$ cat src/sv/amq_pkg.sv
// ----------------------------------------------------------------------------
// amq_pkg
// Types and constants shared by the 16.16 affine matrix engine.
// ----------------------------------------------------------------------------
`default_nettype none

package amq_pkg;

  typedef enum logic [2:0] {
    K_CAT_MAT   = 3'd0,
    K_CAT_TRANS = 3'd1,
    K_XFORM     = 3'd2,
    K_IDENT     = 3'd3,
    K_INVERT    = 3'd4
  } kind_e;

  typedef enum logic [9:0] {
    S_IDLE   = 10'b00_0000_0001,
    S_MUL    = 10'b00_0000_0010,
    S_ADD    = 10'b00_0000_0100,
    S_COMMIT = 10'b00_0000_1000,
    S_DET1   = 10'b00_0001_0000,
    S_DET2   = 10'b00_0010_0000,
    S_DET3   = 10'b00_0100_0000,
    S_DIVS   = 10'b00_1000_0000,
    S_DIVW   = 10'b01_0000_0000,
    S_COPY   = 10'b10_0000_0000
  } state_e;

  // matrix entry slots
  localparam logic [2:0] IDX_A  = 3'd0;
  localparam logic [2:0] IDX_B  = 3'd1;
  localparam logic [2:0] IDX_C  = 3'd2;
  localparam logic [2:0] IDX_D  = 3'd3;
  localparam logic [2:0] IDX_TX = 3'd4;
  localparam logic [2:0] IDX_TY = 3'd5;

  localparam logic [31:0] ONE_Q16 = 32'h0001_0000;
  localparam logic [47:0] RND_Q16 = 48'h0000_0000_8000;

endpackage

`default_nettype wire

$ cat src/sv/amq_div.sv
// ----------------------------------------------------------------------------
// amq_div
// Restoring divider, one quotient bit per cycle: ({num,32'b0}) / den,
// unsigned, low 32 quotient bits returned. den must be below 2^63.
// ----------------------------------------------------------------------------
`default_nettype none

module amq_div (
  input  wire logic        clk_i,
  input  wire logic        rst_ni,
  input  wire logic        start_i,
  input  wire logic [31:0] num_i,
  input  wire logic [63:0] den_i,
  output logic             done_o,
  output logic [31:0]      quo_o
);
  import amq_pkg::*;

  logic [63:0] rem_q, rem_d;
  logic [63:0] dv_q, dv_d;
  logic [63:0] den_q;
  logic [5:0]  cnt_q, cnt_d;
  logic        run_q, run_d;
  logic        done_q, done_d;
  logic [63:0] trial;
  logic [64:0] diff;
  logic        ge;

  assign trial = {rem_q[62:0], dv_q[63]};
  assign diff  = {1'b0, trial} - {1'b0, den_q};
  assign ge    = ~diff[64];

  always_comb begin
    rem_d  = rem_q;
    dv_d   = dv_q;
    cnt_d  = cnt_q;
    run_d  = run_q;
    done_d = 1'b0;
    if (start_i) begin
      rem_d = '0;
      dv_d  = {num_i, 32'd0};
      cnt_d = '0;
      run_d = 1'b1;
    end else if (run_q) begin
      rem_d = ge ? diff[63:0] : trial;
      dv_d  = {dv_q[62:0], ge};
      cnt_d = cnt_q + 6'd1;
      if (cnt_q == 6'd63) begin
        run_d  = 1'b0;
        done_d = 1'b1;
      end
    end
  end

  always_ff @(posedge clk_i or negedge rst_ni) begin
    if (!rst_ni) begin
      cnt_q  <= '0;
      run_q  <= 1'b0;
      done_q <= 1'b0;
    end else begin
      cnt_q  <= cnt_d;
      run_q  <= run_d;
      done_q <= done_d;
    end
  end

  always_ff @(posedge clk_i) begin
    rem_q <= rem_d;
    dv_q  <= dv_d;
    if (start_i) begin
      den_q <= den_i;
    end
  end

  assign done_o = done_q;
  assign quo_o  = dv_q[31:0];

endmodule

`default_nettype wire

$ cat config.mk
export PLATFORM = sky130hd
export DESIGN_NAME = amq_div
export DESIGN_NICKNAME = d
export VERILOG_FILES = /design/src/sv/amq_pkg.sv /design/src/sv/amq_div.sv
export SDC_FILE = /design/constraint.sdc
export NUM_CORES = 1
export LEC_CHECK = 0
export BUFFER_PORTS_ARGS = -buffer_cell sky130_fd_sc_hd__buf_2
export CORE_ASPECT_RATIO = 1.25
export CORE_MARGIN = 1.5
export CORE_UTILIZATION = 25
export DETAILED_ROUTE_END_ITERATION = 6
export PLACE_DENSITY_LB_ADDON = 0.25
export SETUP_SLACK_MARGIN = 0.02
export SLEW_MARGIN = 20
export SYNTH_ARGS = -nofsm -noshare
export SYNTH_HDL_FRONTEND = slang
export SYNTH_SLANG_ARGS = --single-unit
$ cat constraint.sdc
create_clock -name clk_i -period 3.55 [get_ports clk_i]
set_clock_uncertainty 0.05 [all_clocks]
set_input_delay 0.71 -clock clk_i [delete_from_list [all_inputs] [get_ports clk_i]]
set_output_delay 0.71 -clock clk_i [all_outputs]
set_load 0.1 [all_outputs]
Word-level counts from Yosys, hierarchy flattened
Cells that the tools add are included.

cells by class
  $add $sub $neg = 2
  equal/unequal tests = 1
  muxes and demuxes = 11
  bitwise gates (word level) = 1
  reductions and logical operators = 1

operator list
  kind                                                            number
  64-bit 2-to-1 mux                                               2
  64-bit by 64-bit subtractor with 65-bit output                  1
  63-bit 2-to-1 mux                                               1
  6-bit 2-to-1 mux                                                2
  6-bit by 1-bit adder with 6-bit output (second input constant)  1
  6-bit == test (second input constant)                           1
  1-bit 2-to-1 mux                                                6
  2-bit nonzero test                                              1
  1-bit inverter                                                  1

word-level totals
  register bits after elaboration = 199
  input bits = 99
  output and inout port bits = 33
  word-level logic and storage cells = 23

Logic depth before layout (Yosys ltp)
  word-level depth = 4
  depth in mapped cells = 16
  depth with buffers taken out = 13

Worst setup path after synthesis
Ideal clock, no wire load.

  path kind = register to register
  start = reg dv_q[63]
  end = reg rem_q[58]
  setup time = 0.078 ns
  data arrival time = 3.219 ns
  data required time = 3.422 ns
  path slack = 0.203 ns
  cell stages (with the launch flop) = 14
  buffers on the path = 0
  clock period less this slack = 3.347 ns
  cells stage by stage = edfxtp_1 > inv_1 > ha_1 > fa_1 > nand2b_1 > a21o_1 > a211o_1 > a211oi_1 > o21ai_1 > a211o_1 > a211o_1 > a21oi_1 > mux2_2 > a32oi_1

between the ends
  longest elaborated chain between the ends = 2

RTL lines
  what                                            line           RTL
  from (decl)                                     amq_div.sv:20  logic [63:0] dv_q, dv_d;
  from (signal assigned)                          amq_div.sv:69  dv_q <= dv_d;
  64-bit by 64-bit subtractor with 65-bit output  amq_div.sv:30  assign diff = {1'b0, trial} - {1'b0, den_q};
  63-bit 2-to-1 mux                               amq_div.sv:45  rem_d = ge ? diff[63:0] : trial;
  to (signal assigned)                            amq_div.sv:68  rem_q <= rem_d;
  to (decl)                                       amq_div.sv:19  logic [63:0] rem_q, rem_d;

No other way between the ends.
A chain may end at the register's enable or synchronous reset.

Final worst setup path
  start = reg den_q[0]
  end = reg rem_q[43]

between the ends
  longest elaborated chain between the ends = 2

RTL lines
  what                                            line           RTL
  from (decl)                                     amq_div.sv:21  logic [63:0] den_q;
  from (signal assigned)                          amq_div.sv:71  den_q <= den_i;
  64-bit by 64-bit subtractor with 65-bit output  amq_div.sv:30
  63-bit 2-to-1 mux                               amq_div.sv:45

No other way between the ends.

==> qor.tcl <==
set qor(run_status) {completed}
set qor(p_switching_mw) 2.07
set qor(final_hold_viol_count) 0
set qor(routedWlPerCell_um) 16.0
set qor(asyncSetResetFlopFracSynth_pct) 4.02
set qor(hold_path_depth) 1
set qor(critPathArrivalTime_ns) 3.74
set qor(synth_compound_area_share_pct) 18.8
set qor(slew_violations) 0
set qor(max_clock_freq_mhz) 291
set qor(pwr-share-comb_pct) 27.5
set qor(sequential_cell_area_fraction_in_the_yosys_report_pct) 41.8
set qor(min_period_over_period_pct) 96.8
set qor(mappedNetlistNets) 1435
set qor(fin_worst_hold_slack_ns) 0.344
set qor(synthesis.area_per_instance_um2) 9.39
set qor(antenna_violating_nets_post_route) 0
set qor(muxShareOfSynthArea_pct) 7.94
set qor(critical_path.max_fanout) 6
set qor(fp.dieH_um) 247
set qor(most_frequent_standard_cell_in_the_layout_excluding_fill_and_tap_cells) {sky130_fd_sc_hd__buf_2}
set qor(power.leakage_nw) 6.26
set qor(worstSetupPathType) {reg2reg}
set qor(p_int_mw) 4.45
set qor(timing.max_slew.rel_slack_pct) 56.0
set qor(drtIter0Drc) 489
set qor(r2r_cells) 14
set qor(syn_area_um2) 11900
set qor(setup_viol_count_final) 0
set qor(cp-start-kind) {flop}
set qor(min_to) {den_q[36]}
set qor(r2r_setup_slk_ns) 0.11
set qor(dominant_synthesized_flop_cell) {sky130_fd_sc_hd__edfxtp_1}
set qor(ys_types) 73
set qor(die-width_um) 198
set qor(vdd_drop_max_uv) 421
set qor(worst_setup_path_startpoint) {den_q[0]}
set qor(power.density_cell_area_nw_per_um2) 450
set qor(synthToLayoutAreaGrowth_pct) 21.5
set qor(synth-simple-area-share_pct) 12.6
set qor(synth_enable_flop_cells) 96
set qor(i_o_pins) 132
set qor(global_route_wire_length_before_repair_um) 51300
set qor(timing_worst_slew_pin_value_ns) 0.660
set qor(htreeDepth) 4
set qor(floorplan.die_area_um2) 49000
set qor(finalCoreUtilization_pct) 30.8
set qor(place_inst) 1994
set qor(r2r-start) {den_q[0]}
set qor(place.detailed.hpwl_um) 23400
set qor(clock_pin_slew_reported_for_the_worst_setup_and_hold_paths_after_clock_tree_synthesis_ns) 0.08
set qor(synthDominantAreaCellType) {sky130_fd_sc_hd__edfxtp_1}
set qor(synth_top_area_share_pct) 24.2
set qor(initial_core_util_pct) 25.3
set qor(rsz_0062_raised_after_global_routing) {true}
set qor(syn-instance-count) 1270
set qor(synth_fa_ha_area_share_pct) 6.99
set qor(crit-reg2reg-capture) {rem_q[43]}
set qor(final_area_um2) 14500
set qor(post_drt_via_cell_ratio) 4.63
set qor(power.share.switching_pct) 31.8
set qor(core.rowCount) 89
set qor(route.final.wire_length_um) 32600
set qor(cp_data_required_time_ns) 3.85
set qor(cts.path.max_buffers) 2
set qor(route.vias.total) 9455
set qor(ys_ff_latch) 199
set qor(cap_violations) 0
set qor(synth_top_family_by_area) {compound AO/OA/AOI/OAI gates}
set qor(io_buffer_count) 131
set qor(synth.area.top_cells) {sky130_fd_sc_hd__edfxtp_1 (24%), sky130_fd_sc_hd__dfxtp_1 (16%), sky130_fd_sc_hd__mux2i_1 (7.5%)}
set qor(worst_hold_startpoint) {den_i[36]}
set qor(globalplace.congestion) 0.836
set qor(drc) 0
set qor(final_cell_mix) {sky130_fd_sc_hd__buf_2 (130), sky130_fd_sc_hd__nor2_1 (129), sky130_fd_sc_hd__edfxtp_1 (96)}
set qor(post_route_cells_drive_above_1_share_pct) 22.8
set qor(number_of_antenna_violations_at_the_first_check_in_global_routing) 1
set qor(hold_path.class) {in2reg}
set qor(cts_made_buffers) 17
set qor(ys.warnings.count) 0
set qor(finalNetCount) 1558
set qor(cp-end-kind) {flop}
set qor(post_layout_nonfiller_instances) 2043
set qor(diodes) 0
set qor(cts_tree) {yes}
set qor(grt_max_degree) 86
set qor(grt.total_usage_pct) 13.6
set qor(globalRoute.totalOverflow) 0
set qor(p_seq_share_pct) 41.3
set qor(placed_area_um2) 13300
set qor(clock_power_share_pct) 31.2
set qor(first_global_vias) 9598
set qor(cts.root.buffer_cell) {sky130_fd_sc_hd__clkbuf_16}
set qor(fin_crit_ns) 3.44
set qor(total_number_of_clock_tree_sinks) 199
set qor(clock_latency_at_the_later_pin_of_the_worst_skew_pair_ns) 0.49
set qor(drt_pass1_iterations) 5
set qor(coreArea_um2) 47100
set qor(synth_xor_xnor_area_share_pct) 4.04
[critical path: stages, from the launching register on]
cell,delay [ns]
sky130_fd_sc_hd__edfxtp_1,0.38
sky130_fd_sc_hd__ha_2,0.20
sky130_fd_sc_hd__fa_2,0.35
sky130_fd_sc_hd__nand2b_4,0.15
sky130_fd_sc_hd__a21o_1,0.18
sky130_fd_sc_hd__a211o_1,0.27
sky130_fd_sc_hd__nand3_2,0.09
sky130_fd_sc_hd__a221o_2,0.17
sky130_fd_sc_hd__a21o_4,0.14
sky130_fd_sc_hd__a31oi_4,0.12
sky130_fd_sc_hd__o41ai_4,0.49
sky130_fd_sc_hd__buf_6,0.23
sky130_fd_sc_hd__buf_4,0.19
sky130_fd_sc_hd__mux2i_1,0.21
sky130_fd_sc_hd__a211oi_1,0.09
[Yosys cell counts (4+ instances only)]
| library cell | count |
|---|---|
| sky130_fd_sc_hd__nor2b_1 | 8 |
| sky130_fd_sc_hd__nand2b_1 | 13 |
| sky130_fd_sc_hd__o21ai_0 | 55 |
| sky130_fd_sc_hd__dfrtp_1 | 8 |
| sky130_fd_sc_hd__nor2_1 | 129 |
| sky130_fd_sc_hd__inv_1 | 80 |
| sky130_fd_sc_hd__nor3_1 | 9 |
| sky130_fd_sc_hd__o22ai_1 | 4 |
| sky130_fd_sc_hd__xnor2_1 | 30 |
| sky130_fd_sc_hd__nand3_1 | 9 |
| sky130_fd_sc_hd__buf_6 | 8 |
| sky130_fd_sc_hd__o21ai_1 | 4 |
| sky130_fd_sc_hd__a211oi_1 | 48 |
| sky130_fd_sc_hd__a31oi_1 | 11 |
| sky130_fd_sc_hd__and2_1 | 7 |
| sky130_fd_sc_hd__edfxtp_1 | 96 |
| sky130_fd_sc_hd__mux2i_1 | 89 |
| sky130_fd_sc_hd__o21a_1 | 8 |
| sky130_fd_sc_hd__buf_4 | 33 |
| sky130_fd_sc_hd__nor4_1 | 5 |
| sky130_fd_sc_hd__or3_1 | 5 |
| sky130_fd_sc_hd__xor2_1 | 25 |
| sky130_fd_sc_hd__mux2_2 | 4 |
| sky130_fd_sc_hd__dfxtp_1 | 95 |
| sky130_fd_sc_hd__clkbuf_1 | 68 |
| sky130_fd_sc_hd__o21bai_1 | 11 |
| sky130_fd_sc_hd__a32oi_1 | 4 |
| sky130_fd_sc_hd__a21o_1 | 26 |
| sky130_fd_sc_hd__a22o_1 | 32 |
| sky130_fd_sc_hd__o211ai_1 | 4 |
| sky130_fd_sc_hd__a211o_1 | 4 |
| sky130_fd_sc_hd__buf_2 | 6 |
| sky130_fd_sc_hd__nand2_1 | 92 |
| sky130_fd_sc_hd__a21oi_1 | 91 |
| sky130_fd_sc_hd__ha_1 | 65 |
| sky130_fd_sc_hd__nand4_1 | 33 |
| sky130_fd_sc_hd__a2111oi_0 | 4 |
[kinds of logic after synthesis]
group / Yosys count
buffers and inverters: 196
XOR/XNOR: 55
AO/OA/AOI/OAI: 332
flip-flops: 199
adder cells (fa/ha/maj): 66
multiplexers: 94
AND/OR/NAND/NOR: 328
[worst max path at each step]
stage                endpoint  slack [ns]  depth (start not counted)
global placement    rem_q[51]       -0.01                         15
CTS                  rem_q[7]        0.03                         14
detailed placement  rem_q[58]       -0.02                         13
global route        rem_q[10]       -0.05                         15
finish              rem_q[43]        0.11                         14
floorplan           rem_q[58]        0.20                         13
[metrics by stage]
stage | setup TNS (ns) | total power, mW | setup WS (ns)
6_report | 0 | 6.52 | 0.112
5_1_grt | -0.972 | 6.92 | -0.0529
4_1_cts | 0 | 6.48 | 0.0271
3_5_place_dp | -0.0296 | 4.35 | -0.0171
3_3_place_gp | -0.0126 | 4.35 | -0.0126
2_1_floorplan | 0 | 3.87 | 0.203
[flip-flops by register name, indices dropped and copies added, names as in the netlist]
name and count:
den_q 64, done_o 1, run_q 1, rem_q 63
dv_q 64, cnt_q 6
[per-layer routing]
metal  up-vias  GRT usage, %  part of all wire (%)
met5         -             0                 0.043
met4         2          4.63                   1.6
met3        29          4.00                   4.0
met2       163          22.9                    49
met1      4478          16.4                    45
li1       4783             -                     -
[power groups by stage]
stage	Clock (mW)	Combinational, mW	Sequential (mW)
after global routing	2.23	1.98	2.72
after detailed placement	0	1.62	2.73
final	2.04	1.79	2.69
after global placement	0	1.62	2.73
after floorplan	0	1.16	2.71
after CTS	2.16	1.64	2.69
[area by class of cell]
type	instances	area, um^2
Fill cell	4981	32600
Multi-Input combinational cell	875	6320
Sequential cell	199	4990
Timing Repair Buffer	220	1480
Tap cell	637	797
Clock buffer	20	489
Inverter	80	300
Clock inverter	12	121
[repair_timing]
action | CTS | global route
endpoints found under the setup margin | 43 | 62
resized for setup | 6 | 65
hold buffers | 1 | 0
buffers inserted | 0 | 11
endpoints found under the hold margin | 8 | 0
gates cloned | 0 | 5
pin swaps | 3 | 31
(Power assumes the default switching activity.)
